**src/ppmfd_pkg.sv**
```systemverilog
package ppmfd_pkg;

  localparam int unsigned CFG_ADDR_W = 5;
  localparam int unsigned REG_SEL_W  = 3;

  // register indexes (byte address = 4 * index)
  localparam logic [REG_SEL_W-1:0] REG_SYNC_THRESHOLD   = 3'd0;
  localparam logic [REG_SEL_W-1:0] REG_THROTTLE_MIN     = 3'd1;
  localparam logic [REG_SEL_W-1:0] REG_THROTTLE_MAX     = 3'd2;
  localparam logic [REG_SEL_W-1:0] REG_LINK_TIMEOUT     = 3'd3;
  localparam logic [REG_SEL_W-1:0] REG_THROTTLE_CHANNEL = 3'd4;

  localparam logic [15:0] RST_SYNC_THRESHOLD   = 16'd2100;
  localparam logic [15:0] RST_THROTTLE_MIN     = 16'd950;
  localparam logic [15:0] RST_THROTTLE_MAX     = 16'd2100;
  localparam logic [15:0] RST_LINK_TIMEOUT     = 16'd1000;
  localparam logic [3:0]  RST_THROTTLE_CHANNEL = 4'd2;

  localparam logic [15:0] TICKS_MAX = 16'hFFFF;

  typedef struct packed {
    logic [15:0] sync_threshold;
    logic [15:0] throttle_min;
    logic [15:0] throttle_max;
    logic [15:0] link_timeout;
    logic [3:0]  throttle_channel;
  } cfg_t;

  // last member lands in the lowest bits
  typedef struct packed {
    logic [15:0] channel_value;
    logic [3:0]  channel_index;
    logic        stored;
    logic        frame_end;
    logic        invalid_pulse;
    logic        link_ok;
  } result_t;

  localparam int unsigned RESULT_W = $bits(result_t);

endpackage

```
**src/ppmfd_cfg.sv**
```systemverilog
module ppmfd_cfg
  import ppmfd_pkg::*;
(
  input  logic                  clk,
  input  logic                  rst,
  input  logic                  psel,
  input  logic                  penable,
  input  logic                  pwrite,
  input  logic [CFG_ADDR_W-1:0] paddr,
  input  logic [31:0]           pwdata,
  output logic [31:0]           prdata,
  output logic                  pready,
  output cfg_t                  cfg
);

  logic                 wr_en;
  logic [REG_SEL_W-1:0] reg_sel;

  assign pready  = 1'b1;
  assign wr_en   = psel & penable & pwrite & pready;
  assign reg_sel = paddr[CFG_ADDR_W-1:2];

  always_ff @(posedge clk) begin
    if (rst) begin
      cfg.sync_threshold   <= RST_SYNC_THRESHOLD;
      cfg.throttle_min     <= RST_THROTTLE_MIN;
      cfg.throttle_max     <= RST_THROTTLE_MAX;
      cfg.link_timeout     <= RST_LINK_TIMEOUT;
      cfg.throttle_channel <= RST_THROTTLE_CHANNEL;
    end else if (wr_en) begin
      case (reg_sel)
        REG_SYNC_THRESHOLD:   cfg.sync_threshold   <= pwdata[15:0];
        REG_THROTTLE_MIN:     cfg.throttle_min     <= pwdata[15:0];
        REG_THROTTLE_MAX:     cfg.throttle_max     <= pwdata[15:0];
        REG_LINK_TIMEOUT:     cfg.link_timeout     <= pwdata[15:0];
        REG_THROTTLE_CHANNEL: cfg.throttle_channel <= pwdata[3:0];
        default: ;
      endcase
    end
  end

  always_comb begin
    case (reg_sel)
      REG_SYNC_THRESHOLD:   prdata = {16'd0, cfg.sync_threshold};
      REG_THROTTLE_MIN:     prdata = {16'd0, cfg.throttle_min};
      REG_THROTTLE_MAX:     prdata = {16'd0, cfg.throttle_max};
      REG_LINK_TIMEOUT:     prdata = {16'd0, cfg.link_timeout};
      REG_THROTTLE_CHANNEL: prdata = {28'd0, cfg.throttle_channel};
      default:              prdata = 32'd0;
    endcase
  end

endmodule

```
**src/ppmfd_core.sv**
```systemverilog
module ppmfd_core
  import ppmfd_pkg::*;
#(
  parameter int unsigned NUM_CHANNELS = 8
) (
  input  logic        clk,
  input  logic        rst,
  input  logic        beat,
  input  logic        kind,
  input  logic [15:0] pulse_width,
  input  cfg_t        cfg,
  output result_t     result
);

  localparam int unsigned IDX_W = (NUM_CHANNELS > 1) ? $clog2(NUM_CHANNELS) : 1;
  localparam int unsigned CNT_W = $clog2(NUM_CHANNELS + 1);
  localparam logic [CNT_W-1:0] CNT_FULL = CNT_W'(NUM_CHANNELS);

  logic [15:0]      channel_store [NUM_CHANNELS];
  logic [CNT_W-1:0] slot_index;
  logic             link_flag;
  logic             invalid_flag;
  logic [15:0]      elapsed_ticks;

  logic [CNT_W-1:0] slot_index_next;
  logic             link_flag_next;
  logic             invalid_flag_next;
  logic [15:0]      elapsed_ticks_next;
  logic             is_sync;
  logic             do_store;
  logic [15:0]      thr;

  assign is_sync  = !kind && (pulse_width >= cfg.sync_threshold);
  assign do_store = !kind && !is_sync && (slot_index < CNT_FULL);

  // throttle slot past the channel count reads as zero
  always_comb begin
    if (32'(cfg.throttle_channel) < NUM_CHANNELS) begin
      thr = channel_store[cfg.throttle_channel[IDX_W-1:0]];
    end else begin
      thr = 16'd0;
    end
  end

  always_comb begin
    slot_index_next    = slot_index;
    link_flag_next     = link_flag;
    invalid_flag_next  = invalid_flag;
    elapsed_ticks_next = elapsed_ticks;
    if (is_sync) begin
      slot_index_next    = '0;
      link_flag_next     = 1'b1;
      invalid_flag_next  = (thr < cfg.throttle_min) || (thr > cfg.throttle_max);
      elapsed_ticks_next = 16'd0;
    end else if (do_store) begin
      slot_index_next = slot_index + CNT_W'(1);
    end else if (kind && (elapsed_ticks != TICKS_MAX)) begin
      elapsed_ticks_next = elapsed_ticks + 16'd1;
    end
    if (elapsed_ticks_next > cfg.link_timeout) begin
      link_flag_next = 1'b0;
    end
  end

  always_comb begin
    result.link_ok       = link_flag_next;
    result.invalid_pulse = invalid_flag_next;
    result.frame_end     = is_sync;
    result.stored        = do_store;
    result.channel_index = do_store ? 4'(slot_index) : 4'd0;
    result.channel_value = do_store ? pulse_width : 16'd0;
  end

  always_ff @(posedge clk) begin
    if (rst) begin
      slot_index    <= '0;
      link_flag     <= 1'b0;
      invalid_flag  <= 1'b0;
      elapsed_ticks <= 16'd0;
      for (int i = 0; i < NUM_CHANNELS; i++) begin
        channel_store[i] <= 16'd0;
      end
    end else if (beat) begin
      slot_index    <= slot_index_next;
      link_flag     <= link_flag_next;
      invalid_flag  <= invalid_flag_next;
      elapsed_ticks <= elapsed_ticks_next;
      if (do_store) begin
        channel_store[slot_index[IDX_W-1:0]] <= pulse_width;
      end
    end
  end

endmodule

```
**src/ppmfd_skid.sv**
```systemverilog
module ppmfd_skid
  import ppmfd_pkg::*;
(
  input  logic                clk,
  input  logic                rst,
  input  logic                push,
  input  logic [RESULT_W-1:0] din,
  output logic                ready,
  output logic                out_valid,
  input  logic                out_ready,
  output logic [RESULT_W-1:0] dout
);

  logic                skid_valid;
  logic [RESULT_W-1:0] skid;
  logic                pop;

  assign pop   = out_valid & out_ready;
  assign ready = !skid_valid;

  always_ff @(posedge clk) begin
    if (rst) begin
      out_valid  <= 1'b0;
      skid_valid <= 1'b0;
    end else if (!out_valid || pop) begin
      if (skid_valid) begin
        out_valid  <= 1'b1;
        skid_valid <= 1'b0;
      end else begin
        out_valid <= push;
      end
    end else if (push) begin
      skid_valid <= 1'b1;
    end
  end

  // payload, no reset
  always_ff @(posedge clk) begin
    if (!out_valid || pop) begin
      dout <= skid_valid ? skid : din;
    end else if (push) begin
      skid <= din;
    end
  end

endmodule

```
**src/ppm_frame_decoder_link_monitor.sv**
```systemverilog
// Channel   | Direction | Handshake                 | Payload
// s_axis    | in        | s_tvalid / s_tready       | s_tuser = kind, s_tdata = pulse width
// m_axis    | out       | m_tvalid / m_tready       | m_tdata = link/frame flags, slot, value
// apb       | in        | psel, penable, pready     | paddr, pwdata, prdata (5 registers)
//
// One beat per cycle in and out while neither side stalls; results are registered.
// Decode state is updated at the input beat from the registered state and config.
// A two-entry output buffer (result register plus skid) keeps s_tready high after
// m_tready drops until the skid fills; it falls only once both entries hold results.
// rst is synchronous: clears the decode state, channel slots, config to defaults.
module ppm_frame_decoder_link_monitor
  import ppmfd_pkg::*;
#(
  parameter int unsigned NUM_CHANNELS = 8
) (
  input  logic                  clk,
  input  logic                  rst,
  // input stream
  input  logic                  s_tvalid,
  output logic                  s_tready,
  input  logic [15:0]           s_tdata,   // [15:0] pulse_width
  input  logic                  s_tuser,   // [0] kind: 0 pulse width, 1 ms tick
  // result stream
  output logic                  m_tvalid,
  input  logic                  m_tready,
  output logic [23:0]           m_tdata,   // [0] link_ok [1] invalid_pulse [2] frame_end
                                           // [3] stored [7:4] channel_index
                                           // [23:8] channel_value
  // config
  input  logic                  psel,
  input  logic                  penable,
  input  logic                  pwrite,
  input  logic [CFG_ADDR_W-1:0] paddr,
  input  logic [31:0]           pwdata,
  output logic [31:0]           prdata,
  output logic                  pready
);

  cfg_t    cfg;
  result_t result;
  logic    in_beat;

  assign in_beat = s_tvalid & s_tready;

  ppmfd_cfg u_cfg (
    .clk     (clk),
    .rst     (rst),
    .psel    (psel),
    .penable (penable),
    .pwrite  (pwrite),
    .paddr   (paddr),
    .pwdata  (pwdata),
    .prdata  (prdata),
    .pready  (pready),
    .cfg     (cfg)
  );

  // decode step: state and channel slots update at the input beat
  ppmfd_core #(
    .NUM_CHANNELS (NUM_CHANNELS)
  ) u_core (
    .clk         (clk),
    .rst         (rst),
    .beat        (in_beat),
    .kind        (s_tuser),
    .pulse_width (s_tdata),
    .cfg         (cfg),
    .result      (result)
  );

  // result register plus skid entry
  ppmfd_skid u_skid (
    .clk       (clk),
    .rst       (rst),
    .push      (in_beat),
    .din       (result),
    .ready     (s_tready),
    .out_valid (m_tvalid),
    .out_ready (m_tready),
    .dout      (m_tdata)
  );

`ifndef SYNTH
  // every accepted beat leaves a result waiting next cycle
  a_beat_to_result: assert property (@(posedge clk) disable iff (rst)
    in_beat |=> m_tvalid)
    else $error("input beat produced no result");

  // a sync never writes a slot
  a_sync_not_stored: assert property (@(posedge clk) disable iff (rst)
    m_tvalid |-> !(m_tdata[2] && m_tdata[3]))
    else $error("frame end and store in one result");

  // sync clears the tick count, so the link is up after it
  a_sync_link_up: assert property (@(posedge clk) disable iff (rst)
    (m_tvalid && m_tdata[2]) |-> m_tdata[0])
    else $error("link down on a frame end");

  // slot fields are zero when nothing was stored
  a_idle_slot_zero: assert property (@(posedge clk) disable iff (rst)
    (m_tvalid && !m_tdata[3]) |-> (m_tdata[23:4] == 20'd0))
    else $error("slot fields set without a store");
`endif

endmodule
```
**config.mk**
```make
export PLATFORM = sky130hd
export DESIGN_NAME = ppm_frame_decoder_link_monitor
export DESIGN_NICKNAME = d
export VERILOG_FILES = /design/src/ppmfd_pkg.sv /design/src/ppmfd_cfg.sv /design/src/ppmfd_core.sv /design/src/ppmfd_skid.sv /design/src/ppm_frame_decoder_link_monitor.sv
export SDC_FILE = /design/constraint.sdc
export NUM_CORES = 1
export LEC_CHECK = 0
export BUFFER_PORTS_ARGS = -buffer_cell sky130_fd_sc_hd__buf_4
export CORE_UTILIZATION = 60
export DETAILED_ROUTE_END_ITERATION = 12
export PLACE_DENSITY = 0.8
export SYNTH_ARGS = -nofsm -noshare
export SYNTH_HDL_FRONTEND = slang
export SYNTH_SLANG_ARGS = --single-unit
export TNS_END_PERCENT = 10
```
**constraint.sdc**
```tcl
create_clock -name clk -period 6.5 [get_ports clk]
set_clock_uncertainty 0.1 [all_clocks]
set_input_delay 0.65 -clock clk [delete_from_list [all_inputs] [get_ports clk]]
set_output_delay 0.65 -clock clk [all_outputs]
set_load 0.01 [all_outputs]
```
* Yosys cells after proc, flatten, opt, wreduce, memory -nomap -nowiden
Memory sizes are Yosys's and may differ from the RTL's. A register that Yosys moved wholly into a read port is not among the register bits.
Index checks and enable logic that the tools add are counted.
** Operators by class
- Add/sub/neg operators :: 2
- Order comparisons :: 6
- Equality and inequality tests :: 5
- Muxes and demuxes :: 25
- Bitwise gates (word level) :: 5
- Reductions and logical operators :: 21
** Operators with widths (number)
- 2-to-1 mux 16 bit :: 6
- one-hot mux 16 bit (5 select lines) :: 1
- greater-than comparator 16 bit :: 2
- 2-to-1 mux 24 bit :: 1
- adder 16 x 1 -> 16 bit, second input constant :: 1
- >= comparator 16 bit :: 1
- less-than comparator 16 bit :: 1
- inequality test 16 bit, second input constant :: 1
- OR reduction 16 bit :: 1
- AND reduction 2 bit :: 7
- 2-to-1 mux 4 bit :: 3
- 2-to-1 mux 1 bit :: 11
- 2-to-1 mux 3 bit :: 3
- less-than comparator 4 bit, second input constant :: 2
- == test 3 x 2 -> 1 bit, second input constant :: 2
- adder 4 x 1 -> 4 bit, second input constant :: 1
- AND 1 bit :: 4
- logical AND 1 bit :: 4
- logical NOT 1 bit :: 4
- == test 3 x 1 -> 1 bit, second input constant :: 1
- == test 3 bit, second input constant :: 1
- logical NOT 3 bit :: 1
- logical OR 1 bit :: 2
- nonzero test 2 bit :: 1
- 2 further kinds :: 2
** Storage, ports and cells
- Register bits after elaboration :: 140
- RAM bits :: 128
- Bits of input ports :: 61
- Output and inout bits :: 59
- Logic and storage cells :: 78
- Memories :: 1
** Memories
- u_core.channel_store :: depth 8, width 16, rd ports 1, clocked after memory_dff 1, write ports 8, RTL line ppmfd_core.sv:19 : logic [15:0] channel_store [NUM_CHANNELS];

* Logic depth before layout (Yosys ltp)
- Word-level depth :: 11
- Depth in mapped cells :: 18
- Gate-level depth less buffers :: 17

* Cells and area by module
From an unflattened synthesis, not the netlist that was laid out.
** Second synthesis, totals
- Cells, all modules :: 1233
- Area, all modules :: 14432.6 sq um
** Modules (own cells, without submodules)
- ppmfd_core :: instances 1, cells each 807, area each 9082.5 sq um, sequential area each 4284.1 sq um
- ppmfd_cfg :: instances 1, cells each 341, area each 3442.1 sq um, sequential area each 1361.3 sq um
- ppmfd_skid :: instances 1, cells each 84, area each 1901.8 sq um, sequential area each 1481.4 sq um
- ppm_frame_decoder_link_monitor :: instances 1, cells each 1, area each 6.3 sq um, sequential area each 0.0 sq um

* Worst setup path after synthesis
OpenSTA, ideal clock, no wires.
- Path type :: input -> register
- From :: in s_tdata[0]
- To :: mem u_core.channel_store[0][0] (enable)
- Setup time :: 436 ps
- Arrival :: 4406 ps
- Required time :: 5964 ps
- Path slack :: 1558 ps
- Stages :: 10
- Path buffers :: 2
- Path through :: inv_1 ha_1 nand2b_4 a2111o_1 a32oi_1 nand2_2 or4_4 buf_6 buf_12 o41ai_1
** RTL lines
- start, declared :: RTL line ppm_frame_decoder_link_monitor.sv:21 : input logic [15:0] s_tdata,
- end, declared :: RTL line ppmfd_core.sv:19

* Final worst setup path
- From :: in s_tdata[0]
- To :: reg u_skid.dout[0], data pin
** On the way
- Longest elaborated chain between the ends :: 10
- Elaborated cells on any way between the ends :: 11
- Those cells by class :: 2 x order compare; 5 x mux; 4 x reduce/logical
** Ends and longest elaborated chain
- >= comparator 16 bit * :: RTL line ppmfd_core.sv:33 : assign is_sync = !kind && (pulse_width >= cfg.sync_threshold);
- logical AND 1 bit * :: RTL line ppmfd_core.sv:33
- logical NOT 1 bit :: RTL line ppmfd_core.sv:34 : assign do_store = !kind && !is_sync && (slot_index < CNT_FULL);
- logical AND 1 bit (2 in a row) :: RTL line ppmfd_core.sv:34
- 2-to-1 mux 16 bit :: RTL line ppmfd_core.sv:55 : end else if (do_store) begin
- 2-to-1 mux 16 bit * :: RTL line ppmfd_core.sv:50 : if (is_sync) begin
- via u_core.elapsed_ticks_next[9] :: RTL line ppmfd_core.sv:28 : logic [15:0] elapsed_ticks_next;
- greater-than comparator 16 bit * :: RTL line ppmfd_core.sv:60 : if (elapsed_ticks_next > cfg.link_timeout) begin
- 2-to-1 mux 1 bit * :: RTL line ppmfd_core.sv:60
- 2-to-1 mux 24 bit * :: RTL line ppmfd_skid.sv:40 : dout <= skid_valid ? skid : din;
- end signal, assigned :: RTL line ppmfd_skid.sv:40
- end, declared :: RTL line ppmfd_skid.sv:11 : output logic [RESULT_W-1:0] dout
Mark *: on every way through the listed nets, which the timed path passes. The rest lies on a longest branch.
A chain may end at the register's enable or synchronous reset.

==> results.toml <==
[clocking]
clkSlewWorstSetupHoldPaths_ns = 0.06
cts_setup_buffers = 0
cts-resized-gates = 0
htree_num_levels = 1
postCtsHoldBufs = 0
cts_tree = "done"
ctsRootBufferMaster = "clkbuf_16"
cts.sinks = 271
clock_latency_ns = 0.54
numCtsBuffers = 28
clockBufferDepth = 3

[die]
initial_utilization_pct = 61.32
die_y_um = 154.3
core_sq_mm = 0.02271
dieWidth_um = 154.3
rows = 55
ios = 120
die_area_sq_mm = 0.02382

[logic_synthesis]
ys_ff_latch = 271
synth_cells = 1248
ys_async_sr_fraction_pct = 0
yosys-top-cells-area = "edfxtp_1 (38%), dfxtp_1 (14%), mux4_2 (7.0%)"
synth_edf_count = 176
syn_area_sq_mm = 0.01393
yosysUniqueCellTypes = 62
ys.warnings.count = 0
yosysSeqAreaShare_pct = 51.61
synth_area_per_cell_sq_um = 11.16
synth_top_area_share_pct = 37.95
synth_top_area_cell = "edfxtp_1"
synth_ff_type = "edfxtp_1"

[timing]
slew_violations = 0
layout_min_cycle_time_ns = 4.758
setup_viol_count_final = 0
fin_crit_sh_pct = 73.19
tightest_slew_ns = 1.155
hold_viol_final = 0
max_slew_margin_pct = 22.87
rsz0062_at_grt = "false"
clock.fmax_mhz = 210.2
fin_tns_setup_ns = 0

[global_routing]
grt_use_met1_pct = 37.90
top_usage_layer = "met2"
grt_use_met2_pct = 47.79
grtUsageTotal_pct = 28.30
grt_pass1_vias = 9591
grt_max_degree = 68
antenna_found_initial = 0
overflow = 0
grt_pass1_wl_um = 52030
grt_use_met3_pct = 4.091

[run]
drv_cap = 0

[final_layout]
fill_cells = 1696
fin_cells = 1617
n_antenna_cell = 0
layout.nets = 1438
drive_gt1_share_pct = 17.49
area_growth_pct = 11.75

[worst_setup_path]
cp.required_ns = 6.68
endpoint_kind = "flip-flop"
cp_data_arrival_time_ns = 4.94
worstPathCellList = "buf_4 > inv_1 > ha_1 > nand2b_4 > a2111o_1 > a32oi_1 > nand2_2 > or2b_1 > clkinv_1 > nor2_1 > ha_1 > nand4_1 > or3_1 > o21ai_0 > a31oi_1 > a41oi_1 > o31ai_1"
cp_slowest_cell = "clkinv_1"
path_common_cell = "ha_1"
crit_type = "primary input to flip-flop"
critPathMaxStageDelay_ns = 0.58
start_kind = "primary input"
worstPathMaxFanout = 19

[power_and_ir_drop]
vdd_drop_max_v = 0.0002540
p_per_area_mw_per_mm2 = 235.2
p_leak_nw = 6.004

[placed_design]
placed_cells = 1567
hpwl_um = 22720
gp_congestion = 0.8558
io_buffers = 84

[drt]
routed_wl_um = 33140
drc = 0
viasPerCell = 6.028
vias = 9747
drtAntennaViolNets = 0
wire_per_inst_um = 20.50
dr.pass1.iters = 5
drt_iter0_drc = 755

[status]
status = "complete, no violations"

[min_path]
hp-class = "primary input to flip-flop"
## worst max-delay path, delay by kind of cell
kind	cells	cell delay [ns]
AOI/OAI and AO/OA	6	1.38
buffers and inverters	3	0.87
adders and majority gates	2	0.45
and+or+nand+nor	6	1.60
## power by group
| part | switching (W) | leakage, nW | internal [W] |
|---|---|---|---|
| Clock | 0.000626 | 0.410 | 0.000859 |
| Combinational | 0.000166 | 3.02 | 0.000105 |
| Sequential | 0.0000204 | 2.58 | 0.00188 |
| Total | 0.000813 | 6.00 | 0.00285 |
## layout make-up
class                           count  area [sq um]  share of cell area (%)
Timing Repair Buffer              103         773.2                   4.969
Sequential cell                   271          7188                   46.19
Clock buffer                       43         819.5                   5.266
Inverter                           69         259.0                   1.664
Multi-Input combinational cell    839          6138                   39.44
Tap cell                          285         356.6                   2.291
Clock inverter                      7         27.53                  0.1769
## cell usage after synthesis, types with 2 or more instances
cell type	count
nor4_1	9
or2_2	2
conb_1	2
buf_6	4
nand2b_1	5
o22ai_1	4
o211ai_1	23
inv_1	68
mux2i_1	22
buf_1	10
a211oi_1	6
clkbuf_1	49
and4_1	4
o211a_1	2
nand2_1	148
nand3b_1	2
nor2_1	63
and3_1	6
nor2b_1	21
a31oi_1	4
o21ai_0	24
nand4_1	14
o31ai_1	6
nand3_1	25
ha_1	65
a21oi_1	81
mux2_2	21
nor4_4	4
a21o_1	3
a41oi_1	3
and2_1	135
edfxtp_1	176
and2_2	10
mux4_2	43
buf_4	21
nor3_4	3
nor3_1	10
xnor2_1	7
a22oi_1	10
or3_1	7
xor2_1	11
dfxtp_1	95
## state kept, by name, indices dropped and copies added (netlist names), named ones only
signal and cells:
u_core.channel_store 128, u_skid.dout 24, u_cfg.cfg 68, u_skid.skid_valid 1, u_core.slot_index 4, u_core.link_flag 1, u_skid.skid 24, u_core.elapsed_ticks 16
u_core.invalid_flag 1, u_skid.out_valid 1
## kinds of logic after synthesis
group	count (synthesis)	share of synthesized area (%)
compound gates	174	7.574
xor+xnor	18	1.132
fa+ha+maj	65	5.840
buf+inv	154	5.049
flops	271	51.61
mux	86	10.23
other cells	2	0.05393
simple gates	478	18.51
## routing by layer
layer | vias up | share of wire [%]
met4 | 0 | 3.0
met3 | 72 | 6.8
li1 | 4544 | -
met5 | - | 0
met1 | 4750 | 41
met2 | 381 | 49
## path summary, 6_finish.rpt
| path | from | end | slack [ns] | cells after the start |
|---|---|---|---|---|
| min reg2reg | u_cfg.cfg[23]$_SDFFE_PP0P_ | u_cfg.cfg[23]$_SDFFE_PP0P_ | 0.36 | 2 |
| max reg2reg | u_cfg.cfg[52]$_SDFFE_PP0P_ | u_skid.dout[0]$_DFFE_PP_ | 1.78 | 15 |
| max | s_tdata[0] | u_skid.dout[0]$_DFFE_PP_ | 1.74 | 17 |
| min | pwdata[6] | u_cfg.cfg[10]$_SDFFE_PP1P_ | 0.27 | 3 |
## cells in the final DEF, fill, tap and decap left out, types with 7 or more instances in the layout
cell type,netlist,final
ha_1,65,65
and2_1,135,135
nand2_1,148,148
conb_1,2,18
buf_4,21,103
dfxtp_1,95,94
nand3_1,25,25
nor4_1,9,8
inv_1,68,68
mux2_2,21,21
o211ai_1,23,23
mux4_2,43,43
xor2_1,11,11
clkinv_1,1,7
nor2b_1,21,21
a21oi_1,81,81
and2_2,10,10
mux2i_1,22,22
nor2_1,63,62
edfxtp_1,176,176
clkbuf_1,49,11
or3_1,7,7
nor3_1,10,10
xnor2_1,7,7
o21ai_0,24,21
clkbuf_16,0,30
a22oi_1,10,10
nand4_1,14,14
## per-stage QoR
stage / setup WS (ns) / power [W] / hold slack (ns) / utilization, % / area (sq um)
2_1_floorplan: 1.558 / 0.002092 / 0.3363 / - / 13990
3_3_place_gp: 1.374 / 0.002196 / 0.3424 / 64.80 / 14720
3_5_place_dp: 1.210 / 0.002207 / 0.3519 / 64.80 / 14720
4_1_cts: 1.759 / 0.003675 / 0.2583 / 68.53 / 15560
5_1_grt: 1.423 / 0.003773 / 0.2636 / 68.53 / 15560
6_report: 1.742 / 0.003660 / 0.2696 / 68.53 / 15560
Power figures use the tool's default switching activity.
